`config.mk`:
```
export PLATFORM = sky130hd
export DESIGN_NAME = intel_hex_record_parser
export DESIGN_NICKNAME = d
export VERILOG_FILES = /design/src/design/ihex_pkg.sv /design/src/design/intel_hex_record_parser.sv
export SDC_FILE = /design/constraint.sdc
export NUM_CORES = 1
export LEC_CHECK = 0
export ABC_AREA = 1
export BUFFER_PORTS_ARGS = -buffer_cell sky130_fd_sc_hd__buf_2
export CORE_ASPECT_RATIO = 0.75
export CORE_MARGIN = 2
export CORE_UTILIZATION = 45
export CTS_BUF_LIST = sky130_fd_sc_hd__clkbuf_16
export DETAILED_ROUTE_END_ITERATION = 7
export GPL_TIMING_DRIVEN = 1
export MAX_ROUTING_LAYER = met4
export SLEW_MARGIN = 40
export SYNTH_ARGS = -nofsm -noshare
export SYNTH_HDL_FRONTEND = slang
export SYNTH_SLANG_ARGS = --single-unit
```
`constraint.sdc`:
```
create_clock -name clk -period 10.4 [get_ports clk]
set_clock_uncertainty 0.15 [all_clocks]
set_input_delay 0 -clock clk [delete_from_list [all_inputs] [get_ports clk]]
set_output_delay 0 -clock clk [all_outputs]
set_load 0.01 [all_outputs]
```
`src/design/ihex_pkg.sv`:
```
// Shared types and constants for the Intel HEX record parser.
// Depends on nothing; imported by the parser top level and the testbench.
`default_nettype none

package ihex_pkg;

  // Character position counter width and its saturation value.
  localparam int unsigned POS_W = 10;
  localparam logic [POS_W-1:0] POSITION_LIMIT = 10'd1023;

  // Fixed record field positions within a line.
  localparam logic [POS_W-1:0] POS_LEN_FIRST  = 10'd1;
  localparam logic [POS_W-1:0] POS_LEN_LAST   = 10'd2;
  localparam logic [POS_W-1:0] POS_OFS_FIRST  = 10'd3;
  localparam logic [POS_W-1:0] POS_OFS_LAST   = 10'd6;
  localparam logic [POS_W-1:0] POS_TYPE_FIRST = 10'd7;
  localparam logic [POS_W-1:0] POS_TYPE_LAST  = 10'd8;
  localparam logic [POS_W-1:0] DATA_START     = 10'd9;
  localparam logic [POS_W-1:0] POS_BASE_LAST  = 10'd12;

  // Opcodes of the command word.
  localparam logic OP_CHAR  = 1'b0;
  localparam logic OP_CLEAR = 1'b1;

  // Result kinds.
  localparam logic KIND_DATA    = 1'b0;
  localparam logic KIND_SUMMARY = 1'b1;

  // Record types that trigger an action.
  localparam logic [7:0] REC_DATA    = 8'h00;
  localparam logic [7:0] REC_EOF     = 8'h01;
  localparam logic [7:0] REC_EXT_LIN = 8'h04;

  localparam logic [1:0] EXT_COUNT_MAX = 2'd3;
  localparam logic [1:0] EXT_COUNT_ARM = 2'd2;

  typedef struct packed {
    logic       opcode;
    logic [7:0] character;
    logic       last_in_line;
  } cmd_t;

  typedef struct packed {
    logic        result_kind;
    logic [7:0]  data_byte;
    logic [15:0] byte_index;
    logic [7:0]  record_type;
    logic [15:0] total_len;
    logic [31:0] load_address;
    logic        end_seen;
    logic        ext_addr_valid;
  } res_t;

  // One queue entry holds everything one character produces: an optional
  // data byte and an optional record summary sharing the same snapshot.
  typedef struct packed {
    logic        has_data;
    logic        has_sum;
    logic [7:0]  data_byte;
    logic [15:0] byte_index;
    logic [7:0]  record_type;
    logic [15:0] total_len;
    logic [31:0] load_address;
    logic        end_seen;
    logic        ext_addr_valid;
  } entry_t;

endpackage

`default_nettype wire

```
`src/design/intel_hex_record_parser.sv`:
```
// Intel HEX record parser top level: character decode, record state and
// a two-entry result queue. Depends on ihex_pkg.
`default_nettype none

// Usage:
// Command words arrive on cmd (cmd_valid/cmd_ready). A word is either one
// ASCII character of a record line, with last_in_line marking the line's
// final character, or a clear command that zeroes the running length, the
// byte index and the extended-address valid flag. Result words leave on res
// (res_valid/res_ready): a data word for every decoded byte of a type 0
// record, and a summary word on the last character of each line.
// The whole decode of a character is shallow logic that runs in the cycle
// the word is accepted; its results enter a two-entry queue and the first
// one is offered on res in the next cycle when the queue was empty.
// One command word per cycle is accepted while the queue is not full.
// A character that yields both a data byte and a summary leaves as two res
// words, so the queue output (one word per cycle) sets their long-run rate.
// cmd_ready depends only on the queue fill level, not on res_ready; while
// the receiver stalls the queue fills and cmd_ready drops when both entries
// are occupied. Synchronous reset clears all parser state and empties the
// queue.

module intel_hex_record_parser (
  input  wire logic          clk,
  input  wire logic          rst,
  input  wire logic          cmd_valid,
  output logic               cmd_ready,
  input  wire ihex_pkg::cmd_t cmd,
  output logic               res_valid,
  input  wire logic          res_ready,
  output ihex_pkg::res_t     res
);
  import ihex_pkg::*;

  // Parser state.
  logic [POS_W-1:0] char_position, char_position_next;
  logic             field_stopped, field_stopped_next;
  logic [3:0]       high_nibble, high_nibble_next;
  logic [7:0]       line_length, line_length_next;
  logic [7:0]       line_type, line_type_next;
  logic [15:0]      pending_offset, pending_offset_next;
  logic [15:0]      offset_address, offset_address_next;
  logic [15:0]      base_address, base_address_next;
  logic [15:0]      accumulated_length, accumulated_length_next;
  logic [15:0]      data_index, data_index_next;
  logic [1:0]       extended_count, extended_count_next;
  logic             extended_valid, extended_valid_next;
  logic             end_flag, end_flag_next;

  // Decode helpers.
  logic             cmd_fire, res_fire;
  logic             dig_hex;
  logic [3:0]       dig;
  logic             fs_eff;
  logic [7:0]       type_cur;
  logic             emit_data;
  logic [7:0]       data_val;
  logic [10:0]      data_end;
  entry_t           new_entry;
  logic             push;

  // Result queue.
  entry_t           queue [2];
  logic             wr_ptr, rd_ptr;
  logic [1:0]       count, count_next;
  logic             phase;
  logic             pop;
  entry_t           head;
  logic             head_both;

  assign cmd_fire = cmd_valid && cmd_ready;
  assign res_fire = res_valid && res_ready;

  // ASCII hex digit decode.
  always_comb begin
    dig_hex = 1'b0;
    dig     = 4'd0;
    if (cmd.character >= 8'h30 && cmd.character <= 8'h39) begin
      dig_hex = 1'b1;
      dig     = cmd.character[3:0];
    end else if ((cmd.character >= 8'h41 && cmd.character <= 8'h46) ||
                 (cmd.character >= 8'h61 && cmd.character <= 8'h66)) begin
      dig_hex = 1'b1;
      dig     = cmd.character[3:0] + 4'd9;
    end
  end

  // Last character position still inside the data bytes, plus one.
  assign data_end = 11'(DATA_START) + {2'b00, line_length, 1'b0};

  always_comb begin
    char_position_next      = char_position;
    field_stopped_next      = field_stopped;
    high_nibble_next        = high_nibble;
    line_length_next        = line_length;
    line_type_next          = line_type;
    pending_offset_next     = pending_offset;
    offset_address_next     = offset_address;
    base_address_next       = base_address;
    accumulated_length_next = accumulated_length;
    data_index_next         = data_index;
    extended_count_next     = extended_count;
    extended_valid_next     = extended_valid;
    end_flag_next           = end_flag;
    fs_eff                  = field_stopped;
    type_cur                = line_type;
    emit_data               = 1'b0;
    data_val                = 8'd0;

    if (cmd.opcode == OP_CLEAR) begin
      accumulated_length_next = 16'd0;
      data_index_next         = 16'd0;
      extended_valid_next     = 1'b0;
    end else begin
      if (char_position >= POS_LEN_FIRST && char_position <= POS_LEN_LAST) begin
        // Length field; its first position restarts the field.
        if (char_position == POS_LEN_FIRST) begin
          fs_eff           = 1'b0;
          line_length_next = 8'd0;
        end
        field_stopped_next = fs_eff;
        if (!fs_eff) begin
          if (dig_hex) begin
            line_length_next = {line_length_next[3:0], dig};
          end else begin
            field_stopped_next = 1'b1;
          end
        end
      end else if (char_position >= POS_OFS_FIRST && char_position <= POS_OFS_LAST) begin
        if (char_position == POS_OFS_FIRST) begin
          fs_eff              = 1'b0;
          pending_offset_next = 16'd0;
        end
        field_stopped_next = fs_eff;
        if (!fs_eff) begin
          if (dig_hex) begin
            pending_offset_next = {pending_offset_next[11:0], dig};
          end else begin
            field_stopped_next = 1'b1;
          end
        end
      end else if (char_position >= POS_TYPE_FIRST && char_position <= POS_TYPE_LAST) begin
        if (char_position == POS_TYPE_FIRST) begin
          fs_eff   = 1'b0;
          type_cur = 8'd0;
        end
        field_stopped_next = fs_eff;
        if (!fs_eff) begin
          if (dig_hex) begin
            type_cur = {type_cur[3:0], dig};
          end else begin
            field_stopped_next = 1'b1;
          end
        end
        line_type_next = type_cur;
        // The type is complete: take the record action.
        if (char_position == POS_TYPE_LAST) begin
          priority case (type_cur)
            REC_DATA: begin
              if (accumulated_length == 16'd0) begin
                offset_address_next = pending_offset;
              end
              accumulated_length_next = accumulated_length + {8'd0, line_length};
            end
            REC_EOF: begin
              end_flag_next = 1'b1;
            end
            REC_EXT_LIN: begin
              if (extended_count >= EXT_COUNT_ARM) begin
                extended_valid_next = 1'b1;
              end
              if (extended_count != EXT_COUNT_MAX) begin
                extended_count_next = extended_count + 2'd1;
              end
              base_address_next  = 16'd0;
              field_stopped_next = 1'b0;
            end
            default: begin
            end
          endcase
        end
      end else if (char_position >= DATA_START) begin
        if (line_type == REC_DATA) begin
          if ({1'b0, char_position} < data_end) begin
            // DATA_START is odd, so odd positions hold a byte's high digit.
            if (char_position[0]) begin
              field_stopped_next = !dig_hex;
              high_nibble_next   = dig_hex ? dig : 4'd0;
            end else begin
              emit_data       = 1'b1;
              data_val        = (!field_stopped && dig_hex) ? {high_nibble, dig}
                                                            : {4'd0, high_nibble};
              data_index_next = data_index + 16'd1;
            end
          end
        end else if (line_type == REC_EXT_LIN && char_position <= POS_BASE_LAST) begin
          if (!field_stopped) begin
            if (dig_hex) begin
              base_address_next = {base_address[11:0], dig};
            end else begin
              field_stopped_next = 1'b1;
            end
          end
        end
      end

      if (char_position != POSITION_LIMIT) begin
        char_position_next = char_position + POS_W'(1);
      end

      if (cmd.last_in_line) begin
        char_position_next  = '0;
        line_length_next    = 8'd0;
        line_type_next      = 8'd0;
        pending_offset_next = 16'd0;
        high_nibble_next    = 4'd0;
        field_stopped_next  = 1'b0;
      end
    end
  end

  // Snapshot of the state as both results of this character see it.
  always_comb begin
    new_entry.has_data       = emit_data;
    new_entry.has_sum        = cmd.last_in_line;
    new_entry.data_byte      = data_val;
    new_entry.byte_index     = data_index;
    new_entry.record_type    = type_cur;
    new_entry.total_len      = accumulated_length_next;
    new_entry.load_address   = {base_address_next, offset_address_next};
    new_entry.end_seen       = end_flag_next;
    new_entry.ext_addr_valid = extended_valid_next;
  end

  assign push = cmd_fire && (cmd.opcode == OP_CHAR) && (emit_data || cmd.last_in_line);

  always_ff @(posedge clk) begin
    if (rst) begin
      char_position      <= '0;
      field_stopped      <= 1'b0;
      high_nibble        <= 4'd0;
      line_length        <= 8'd0;
      line_type          <= 8'd0;
      pending_offset     <= 16'd0;
      offset_address     <= 16'd0;
      base_address       <= 16'd0;
      accumulated_length <= 16'd0;
      data_index         <= 16'd0;
      extended_count     <= 2'd0;
      extended_valid     <= 1'b0;
      end_flag           <= 1'b0;
    end else if (cmd_fire) begin
      char_position      <= char_position_next;
      field_stopped      <= field_stopped_next;
      high_nibble        <= high_nibble_next;
      line_length        <= line_length_next;
      line_type          <= line_type_next;
      pending_offset     <= pending_offset_next;
      offset_address     <= offset_address_next;
      base_address       <= base_address_next;
      accumulated_length <= accumulated_length_next;
      data_index         <= data_index_next;
      extended_count     <= extended_count_next;
      extended_valid     <= extended_valid_next;
      end_flag           <= end_flag_next;
    end
  end

  // Result queue. An entry with both a data byte and a summary is offered
  // twice; phase marks that its data word has already gone out.
  assign head      = queue[rd_ptr];
  assign head_both = head.has_data && head.has_sum;
  assign res_valid = (count != 2'd0);
  assign cmd_ready = (count != 2'd2);
  assign pop       = res_fire && (!head_both || phase);
  assign count_next = count + {1'b0, push} - {1'b0, pop};

  always_comb begin
    res.result_kind    = (head.has_data && !phase) ? KIND_DATA : KIND_SUMMARY;
    res.data_byte      = (res.result_kind == KIND_DATA) ? head.data_byte : 8'd0;
    // The summary reports the index after this character's data byte.
    res.byte_index     = (res.result_kind == KIND_SUMMARY && head.has_data)
                         ? head.byte_index + 16'd1 : head.byte_index;
    res.record_type    = head.record_type;
    res.total_len      = head.total_len;
    res.load_address   = head.load_address;
    res.end_seen       = head.end_seen;
    res.ext_addr_valid = head.ext_addr_valid;
  end

  always_ff @(posedge clk) begin
    if (push) begin
      queue[wr_ptr] <= new_entry;
    end
  end

  always_ff @(posedge clk) begin
    if (rst) begin
      wr_ptr <= 1'b0;
      rd_ptr <= 1'b0;
      count  <= 2'd0;
      phase  <= 1'b0;
    end else begin
      count <= count_next;
      if (push) begin
        wr_ptr <= !wr_ptr;
      end
      if (pop) begin
        rd_ptr <= !rd_ptr;
      end
      if (res_fire) begin
        phase <= head_both && !phase;
      end
    end
  end

`ifndef SYNTHESIS
  // The queue never holds more than two entries.
  a_count_range: assert property (@(posedge clk) disable iff (rst)
    count != 2'd3)
    else $error("result queue count out of range");

  // The second half of a double entry is a summary offered the next cycle.
  a_summary_follows: assert property (@(posedge clk) disable iff (rst)
    res_fire && head_both && !phase |=> res_valid && res.result_kind == KIND_SUMMARY)
    else $error("summary did not follow its data byte");

  // A line end always produces a result word.
  a_line_end_result: assert property (@(posedge clk) disable iff (rst)
    cmd_fire && cmd.opcode == OP_CHAR && cmd.last_in_line |=> res_valid)
    else $error("line end produced no result");

  // A clear command zeroes the running length and index.
  a_clear: assert property (@(posedge clk) disable iff (rst)
    cmd_fire && cmd.opcode == OP_CLEAR
    |=> accumulated_length == 16'd0 && data_index == 16'd0 && !extended_valid)
    else $error("clear did not zero the accumulators");

  // Phase is only set while the head entry carries both results.
  a_phase_head: assert property (@(posedge clk) disable iff (rst)
    phase |-> res_valid && head_both)
    else $error("phase set without a double entry at the head");
`endif

endmodule

`default_nettype wire

```
Word-level counts from Yosys, hierarchy flattened
Memory sizes are Yosys's and may differ from the RTL's. A register that Yosys moved wholly into a read port is not among the register bits.
Cells that the tools add are included.
{ "totals": {"ff_bits": 120, "mem_bits_rw": 168, "out_inout_bits": 85, "word_cells": 250, "n_memories": 1} }
{ "memory_table": {"columns": ["name", "words", "width", "rd", "rd_clocked_by_memory_dff", "write_ports", "line", "source"], "rows": [
  ["queue", 2, 84, 1, 1, 1, "intel_hex_record_parser.sv:63", "entry_t queue [2];"]
]} }
{ "classes": {"n_addsub": 9, "n_lt_le_gt_ge": 16, "n_eq_ne": 19, "n_mux": 135, "n_bitwise": 3, "reduce_logical": 50} }
{ "ops": {"columns": ["operator", "n"], "rows": [
  ["$mux W16", 39],
  ["$mux W8", 27],
  ["$mux W1", 56],
  ["$mux W4", 11],
  ["$add A16 B1 Y16 const B", 2],
  ["$reduce_bool A2 Y1", 11],
  ["$le A10 B4 Y1 const B", 2],
  ["$mux W10", 2],
  ["$ne A2 B2 Y1 const B", 9],
  ["$logic_and A1 B1 Y1", 17],
  ["$add A16 B8 Y16", 1],
  ["$eq A8 B3 Y1 const B", 2],
  ["$ge A8 B7 Y1 const B", 2],
  ["$le A8 B7 Y1 const B", 2],
  ["$logic_not A16 Y1", 1],
  ["$logic_not A8 Y1", 2],
  ["$reduce_and A8 Y1", 2],
  ["$add A10 B1 Y10 const B", 1],
  ["$add A4 B9 Y10 const A", 1],
  ["$eq A10 B1 Y1 const B", 1],
  ["$eq A10 B2 Y1 const B", 1],
  ["$eq A10 B3 Y1 const B", 1],
  ["$eq A10 B4 Y1 const B", 1],
  ["$ge A10 B1 Y1 const B", 1],
  ["27 further kinds", 37]
]} }

Logic depth before layout (Yosys ltp)
{ "logic_depth": {"ltp_word": 18, "mapped_depth": 20, "mapped_depth_nobuf": 20} }

Worst setup path after synthesis
OpenSTA, ideal clock, no wires.
{ "synth_timing": {"kind": "register -> register", "start": "reg line_length[2]", "end": "mem queue[0][0] in the netlist's numbering, enable pin", "setup_time_ns": 0.527, "t_arrival_ns": 5.360, "setup_slack_ns": 4.363, "path_stages_with_launch": 12, "path_cell_list": "dfxtp_1 -> ha_1 -> nand3_1 -> nand3b_1 -> ha_1 -> nand2_1 -> nor2_1 -> nand3b_1 -> o2111ai_1 -> nor2_1 -> o21ai_0 -> nor2_1"} }
{ "synth_via": {"elab_chain_cells": 13} }
{ "synth_rtl": {"columns": ["item", "line", "source"], "rows": [
  ["start, declared", "intel_hex_record_parser.sv:39", "logic [7:0] line_length, line_length_next;"],
  ["start signal, assigned", "intel_hex_record_parser.sv:256", "line_length <= line_length_next;"],
  ["$add A4 B9 Y10", "intel_hex_record_parser.sv:89", "assign data_end = 11'(DATA_START) + {2'b00, line_length, 1'b0};"],
  ["$lt A10 B10 Y1", "intel_hex_record_parser.sv:184", "if ({1'b0, char_position} < data_end) begin"],
  ["$mux W1", "intel_hex_record_parser.sv:184", null],
  ["$mux W1", "intel_hex_record_parser.sv:183", "if (line_type == REC_DATA) begin"],
  ["$mux W1", "intel_hex_record_parser.sv:182", "end else if (char_position >= DATA_START) begin"],
  ["$mux W1", "intel_hex_record_parser.sv:142", "end else if (char_position >= POS_TYPE_FIRST && char_position <= POS_TYPE_LAST) begin"],
  ["$mux W1", "intel_hex_record_parser.sv:129", "end else if (char_position >= POS_OFS_FIRST && char_position <= POS_OFS_LAST) begin"],
  ["$mux W1", "intel_hex_record_parser.sv:115", "if (char_position >= POS_LEN_FIRST && char_position <= POS_LEN_LAST) begin"],
  ["$mux W1", "intel_hex_record_parser.sv:110", "if (cmd.opcode == OP_CLEAR) begin"],
  ["via emit_data", "intel_hex_record_parser.sv:56", "logic emit_data;"],
  ["$logic_or A1 B1 Y1", "intel_hex_record_parser.sv:235", "assign push = cmd_fire && (cmd.opcode == OP_CHAR) && (emit_data || cmd.last_in_line);"],
  ["$logic_and A1 B1 Y1", "intel_hex_record_parser.sv:235", null],
  ["$mux W1", "intel_hex_record_parser.sv:292", "if (push) begin"],
  ["$mux W1 (not written as such)", "intel_hex_record_parser.sv:293", "queue[wr_ptr] <= new_entry;"],
  ["end, declared", "intel_hex_record_parser.sv:63", null]
]} }
The timed path passes the listed nets, and every way through them passes these cells.

Worst setup path after layout
{ "layout_timing": {"start": "reg char_position[0]", "end": "mem queue[1][5] in the netlist's numbering, enable pin"} }
{ "layout_via": {"elab_chain_cells": 12} }
{ "layout_rtl": {"columns": ["item", "line", "source"], "rows": [
  ["start, declared", "intel_hex_record_parser.sv:36", "logic [POS_W-1:0] char_position, char_position_next;"],
  ["start signal, assigned", "intel_hex_record_parser.sv:253", "char_position <= char_position_next;"],
  ["$lt A10 B10 Y1 / $mux W1 (equally long branches)", "intel_hex_record_parser.sv:184, intel_hex_record_parser.sv:186", null],
  ["$mux W1", "intel_hex_record_parser.sv:184", null],
  ["$mux W1", "intel_hex_record_parser.sv:183", null],
  ["$mux W1", "intel_hex_record_parser.sv:182", null],
  ["$mux W1", "intel_hex_record_parser.sv:142", null],
  ["$mux W1", "intel_hex_record_parser.sv:129", null],
  ["$mux W1 (*)", "intel_hex_record_parser.sv:115", null],
  ["$mux W1 (*)", "intel_hex_record_parser.sv:110", null],
  ["via emit_data", "intel_hex_record_parser.sv:56", null],
  ["$logic_or A1 B1 Y1 (*)", "intel_hex_record_parser.sv:235", null],
  ["$logic_and A1 B1 Y1 (*)", "intel_hex_record_parser.sv:235", null],
  ["$mux W1 (*)", "intel_hex_record_parser.sv:292", null],
  ["$mux W1 (not written as such) (*)", "intel_hex_record_parser.sv:293", null]
]} }
Mark *: on every way through the listed nets, which the timed path passes. The rest lies on a longest branch.

==> results by group <==
Timing
  • Fmax: roughly 240 MHz
  • Fin crit share: 0.4090
  • RSZ-0062 raised after global routing: no
  • Slew HR: 0.4608
  • Final setup fails: 0
  • Final TNS setup: 0 ps
  • Hold slack final: between 40 and 50 ps
  • Final Hold Fails: 0
  • Max Transition Viols Final: 0
  • Worst Tran Pin Value: around 800 ps
  • Period minus WS final: between 4000 and 5000 ps

Critical path
  • CP Capture Type: flop
  • R2R Setup Slk: about 6100 ps
  • Capturing point of the worst reg2reg path: queue[1][5]
  • Slowest stage delay, CP: ~600 ps
  • CP max FO: between 40 and 50
  • Crit-path cells: inv_1 -> ha_1 -> o21ai_0 -> inv_1 -> nand2_1 -> nand2_1 -> nor2_1 -> nand2_1 -> nor2_1 -> o21ai_0 -> nor2_4 -> buf_8 -> buf_4
  • Delay-heaviest family, CP: simple AND/OR/NAND/NOR gates
  • CP startpoint: char_position[0]
  • Crit path buf inv count: 4
  • Stages on worst setup path: 13
  • Critical Path AT: 4290 ps
  • Startpoint types: flop
  • Crit Path Class: flop to flop
  • Setup crit end: queue[1][5]
  • Worst path most repeated cell: nand2_1
  • Worst R2R Start: char_position[0]
  • Slowest-stage cell, CP: buf_4
  • R2R depth: 13
  • CP Data Required Time: 10440 ps

Logic synthesis
  • Synth Flop Type: edfxtp_1
  • Post-synth cell types: 55
  • Area share of the largest cell type after synthesis: 0.3508
  • Synth area leader: edfxtp_1
  • Flops & latches, synth: 289
  • Most common cell in the netlist: nand2_1
  • Avg Inst Size Synth: 8.214 µm²
  • Synth area leaders: edfxtp_1 (35%), dfxtp_1 (17%), nand2_1 (13%)
  • Top post-synthesis cells by count: nand2_1 (491), nor2_1 (188), inv_1 (170), edfxtp_1 (168), dfxtp_1 (121)
  • Synth warn: 0
  • Cell Area, Synth: 14380 µm²
  • Cells after synthesis: 1751
  • Number of synthesized flops with an enable pin: ~170
  • Seq/Total Area, Yosys: 0.5192
  • Mapped Nets: around 1800
  • Post-synth ARST share: 0

Run status
  • Outcome: finished clean

Floorplan
  • DIE WIDTH: 210.4 µm
  • Die H: ~160 µm
  • IO Count: 99
  • Die Footprint: roughly 33000 µm²
  • Core area: around 31000 µm²
  • Starting Density: 0.4582
  • Rows: 56

Clock tree
  • TritonCTS clock tree: done
  • Sink Count: about 290
  • Post-CTS Resized: 0
  • Skew-Pair Late Insertion Delay: about 560 ps
  • Maximum clock path buffer count: 3
  • Clock root cell: clkbuf_16
  • H-tree depth: 1
  • Clock transition at the registers of the reported paths: around 60 ps
  • TritonCTS Buffers: 30

Pwr
  • Psw: about 800 µW
  • Internal power: about 2100 µW
  • Total power: about 2900 µW
  • Comb pwr share: 0.172
  • Leak pwr: 0.007062 µW
  • Part of the power in registers: 0.453
  • Clk pwr share: 0.374
  • Net Sw Frac: 0.2835
  • Peak VDD IR: roughly 0.10 mV
  • Pwr dens: between 150 and 200 nW/µm²

Drt
  • Vias per cell: between 5 and 6
  • First-pass iteration count of the detailed router: 5
  • Via count: approximately 12000
  • Final antenna-violating net count: 0
  • Total wire length: approximately 36 mm
  • DR iter-0 viols: 792
  • DR WL/cell: 15.95 µm
  • DRC errors left: 0

Finish
  • Final Core Density: 0.5215
  • Area delta synth->final: 13.82%
  • Share of layout cells above drive strength 1: 0.1164
  • Filler cells: between 3000 and 4000
  • # nets final: around 1900
  • Ant. Diodes: 0

Global routing
  • GRT Total Usage: 0.2233
  • Vias in the first global route: approximately 11000
  • Largest net degree at the start of global routing: between 70 and 80
  • Global-route wire length before repair: roughly 59 mm
  • Grt total ovfl: 0
  • Initial antenna violation count: 0

Job
  • Max-cap violations: 0

Placed design
  • Dpl hpwl: roughly 25 mm
  • PortBufs: roughly 100
  • GP Congestion: between 0.9 and 1

Min path
  • Hold Crit Class: input port to flop
-- sequential cells by signal, indices dropped and copies added, names as in the netlist, 4 cells and up, named ones only --
signal / cells
queue: 168
accumulated_length: 16
base_address: 16
data_index: 16
offset_address: 16
pending_offset: 16
char_position: 10
line_length: 8
line_type: 8
high_nibble: 4
-- area by class of cell --
class,instances,area (µm²),share of cell area
sequential,289,7471,0.4564
multi-input combinational,1217,5958,0.3640
clock buffer,31,775.7,0.04739
timing repair buffer,123,759.5,0.04639
inverter,179,673.1,0.04112
tap,406,508.0,0.03103
clock inverter,25,225.2,0.01376
-- layer usage --
metal	wire length [µm]	GRT usage	part of all wire	vias up
li1	-	-	-	5934
met1	17610	0.3174	0.49	5477
met2	16420	0.3490	0.45	241
met3	1571	0.02571	0.043	42
met4	597	0.04065	0.016	0
met5	0	-	0	-
-- cell families after synthesis --
logic type                 count (synthesis)  share of synthesized area
AOI/OAI and AO/OA                        227                    0.08456
xor gates and xnor gates                  31                    0.01888
adders and majority gates                 33                    0.02923
buffers and inverters                    245                    0.06777
DFF                                      289                     0.5192
muxes                                     10                   0.006960
and+or+nand+nor                          916                     0.2734
-- worst min path at each step --
stage / startpoint / to / slack (ps) / cells past startpoint
floorplan: cmd[0] / queue[0][82] / -50 / 0
detailed placement: res_ready / phase / 220 / 3
global placement: res_ready / phase / 210 / 3
CTS: cmd[2] / high_nibble[1] / 9 / 5
global route: cmd[2] / high_nibble[1] / 70 / 5
finish: cmd[2] / high_nibble[1] / 50 / 5
-- power by group through the flow --
stage	clock network (µW)	logic (µW)	registers, µW
3_5_place_dp	0	500	1340
2_1_floorplan	0	334	1320
6_report	1080	499	1310
4_1_cts	1100	505	1310
3_3_place_gp	0	489	1340
5_1_grt	1150	565	1320
-- tightest hold or removal path, delay by kind of cell --
family | cells | cell delay [ps]
compound gates | 1 | 120
buf+inv | 1 | 120
simple gates | 3 | 470
-- per-stage QoR --
stage,cells,setup slack [ps],instance area [µm²]
floorplan,1751,4363,14380
CTS,2270,6071,16360
global route,2270,5884,16370
detailed placement,2205,6108,15270
finish,2270,6146,16370
global placement,2201,5703,15190
-- cell usage in the layout, fill, tap and decap left out, drive strengths merged, types with 2 or more instances in the layout --
cell type      n
xor2          24
a21oi         97
edfxtp       168
nand3        117
dfxtp        121
o211ai         3
o21ai        103
nor2         193
nand4         22
nand3b         6
o21a           8
a22oi          2
nor4           9
o21bai         2
xnor2          7
clkinv        15
nand2        512
bufinv         4
or2           22
a31oi          2
mux2i         10
nor3          29
dlygate4sd3    9
nor3b          4
ha            32
inv          185
clkbuf        31
a211oi         3
buf          114
-- timing repair --
item                                   4_1_cts  5_1_grt
buffers inserted                             0        0
hold buffers                                 9        0
endpoints found under the hold margin       67        0
No activity file was read; power rests on OpenSTA's default activity.
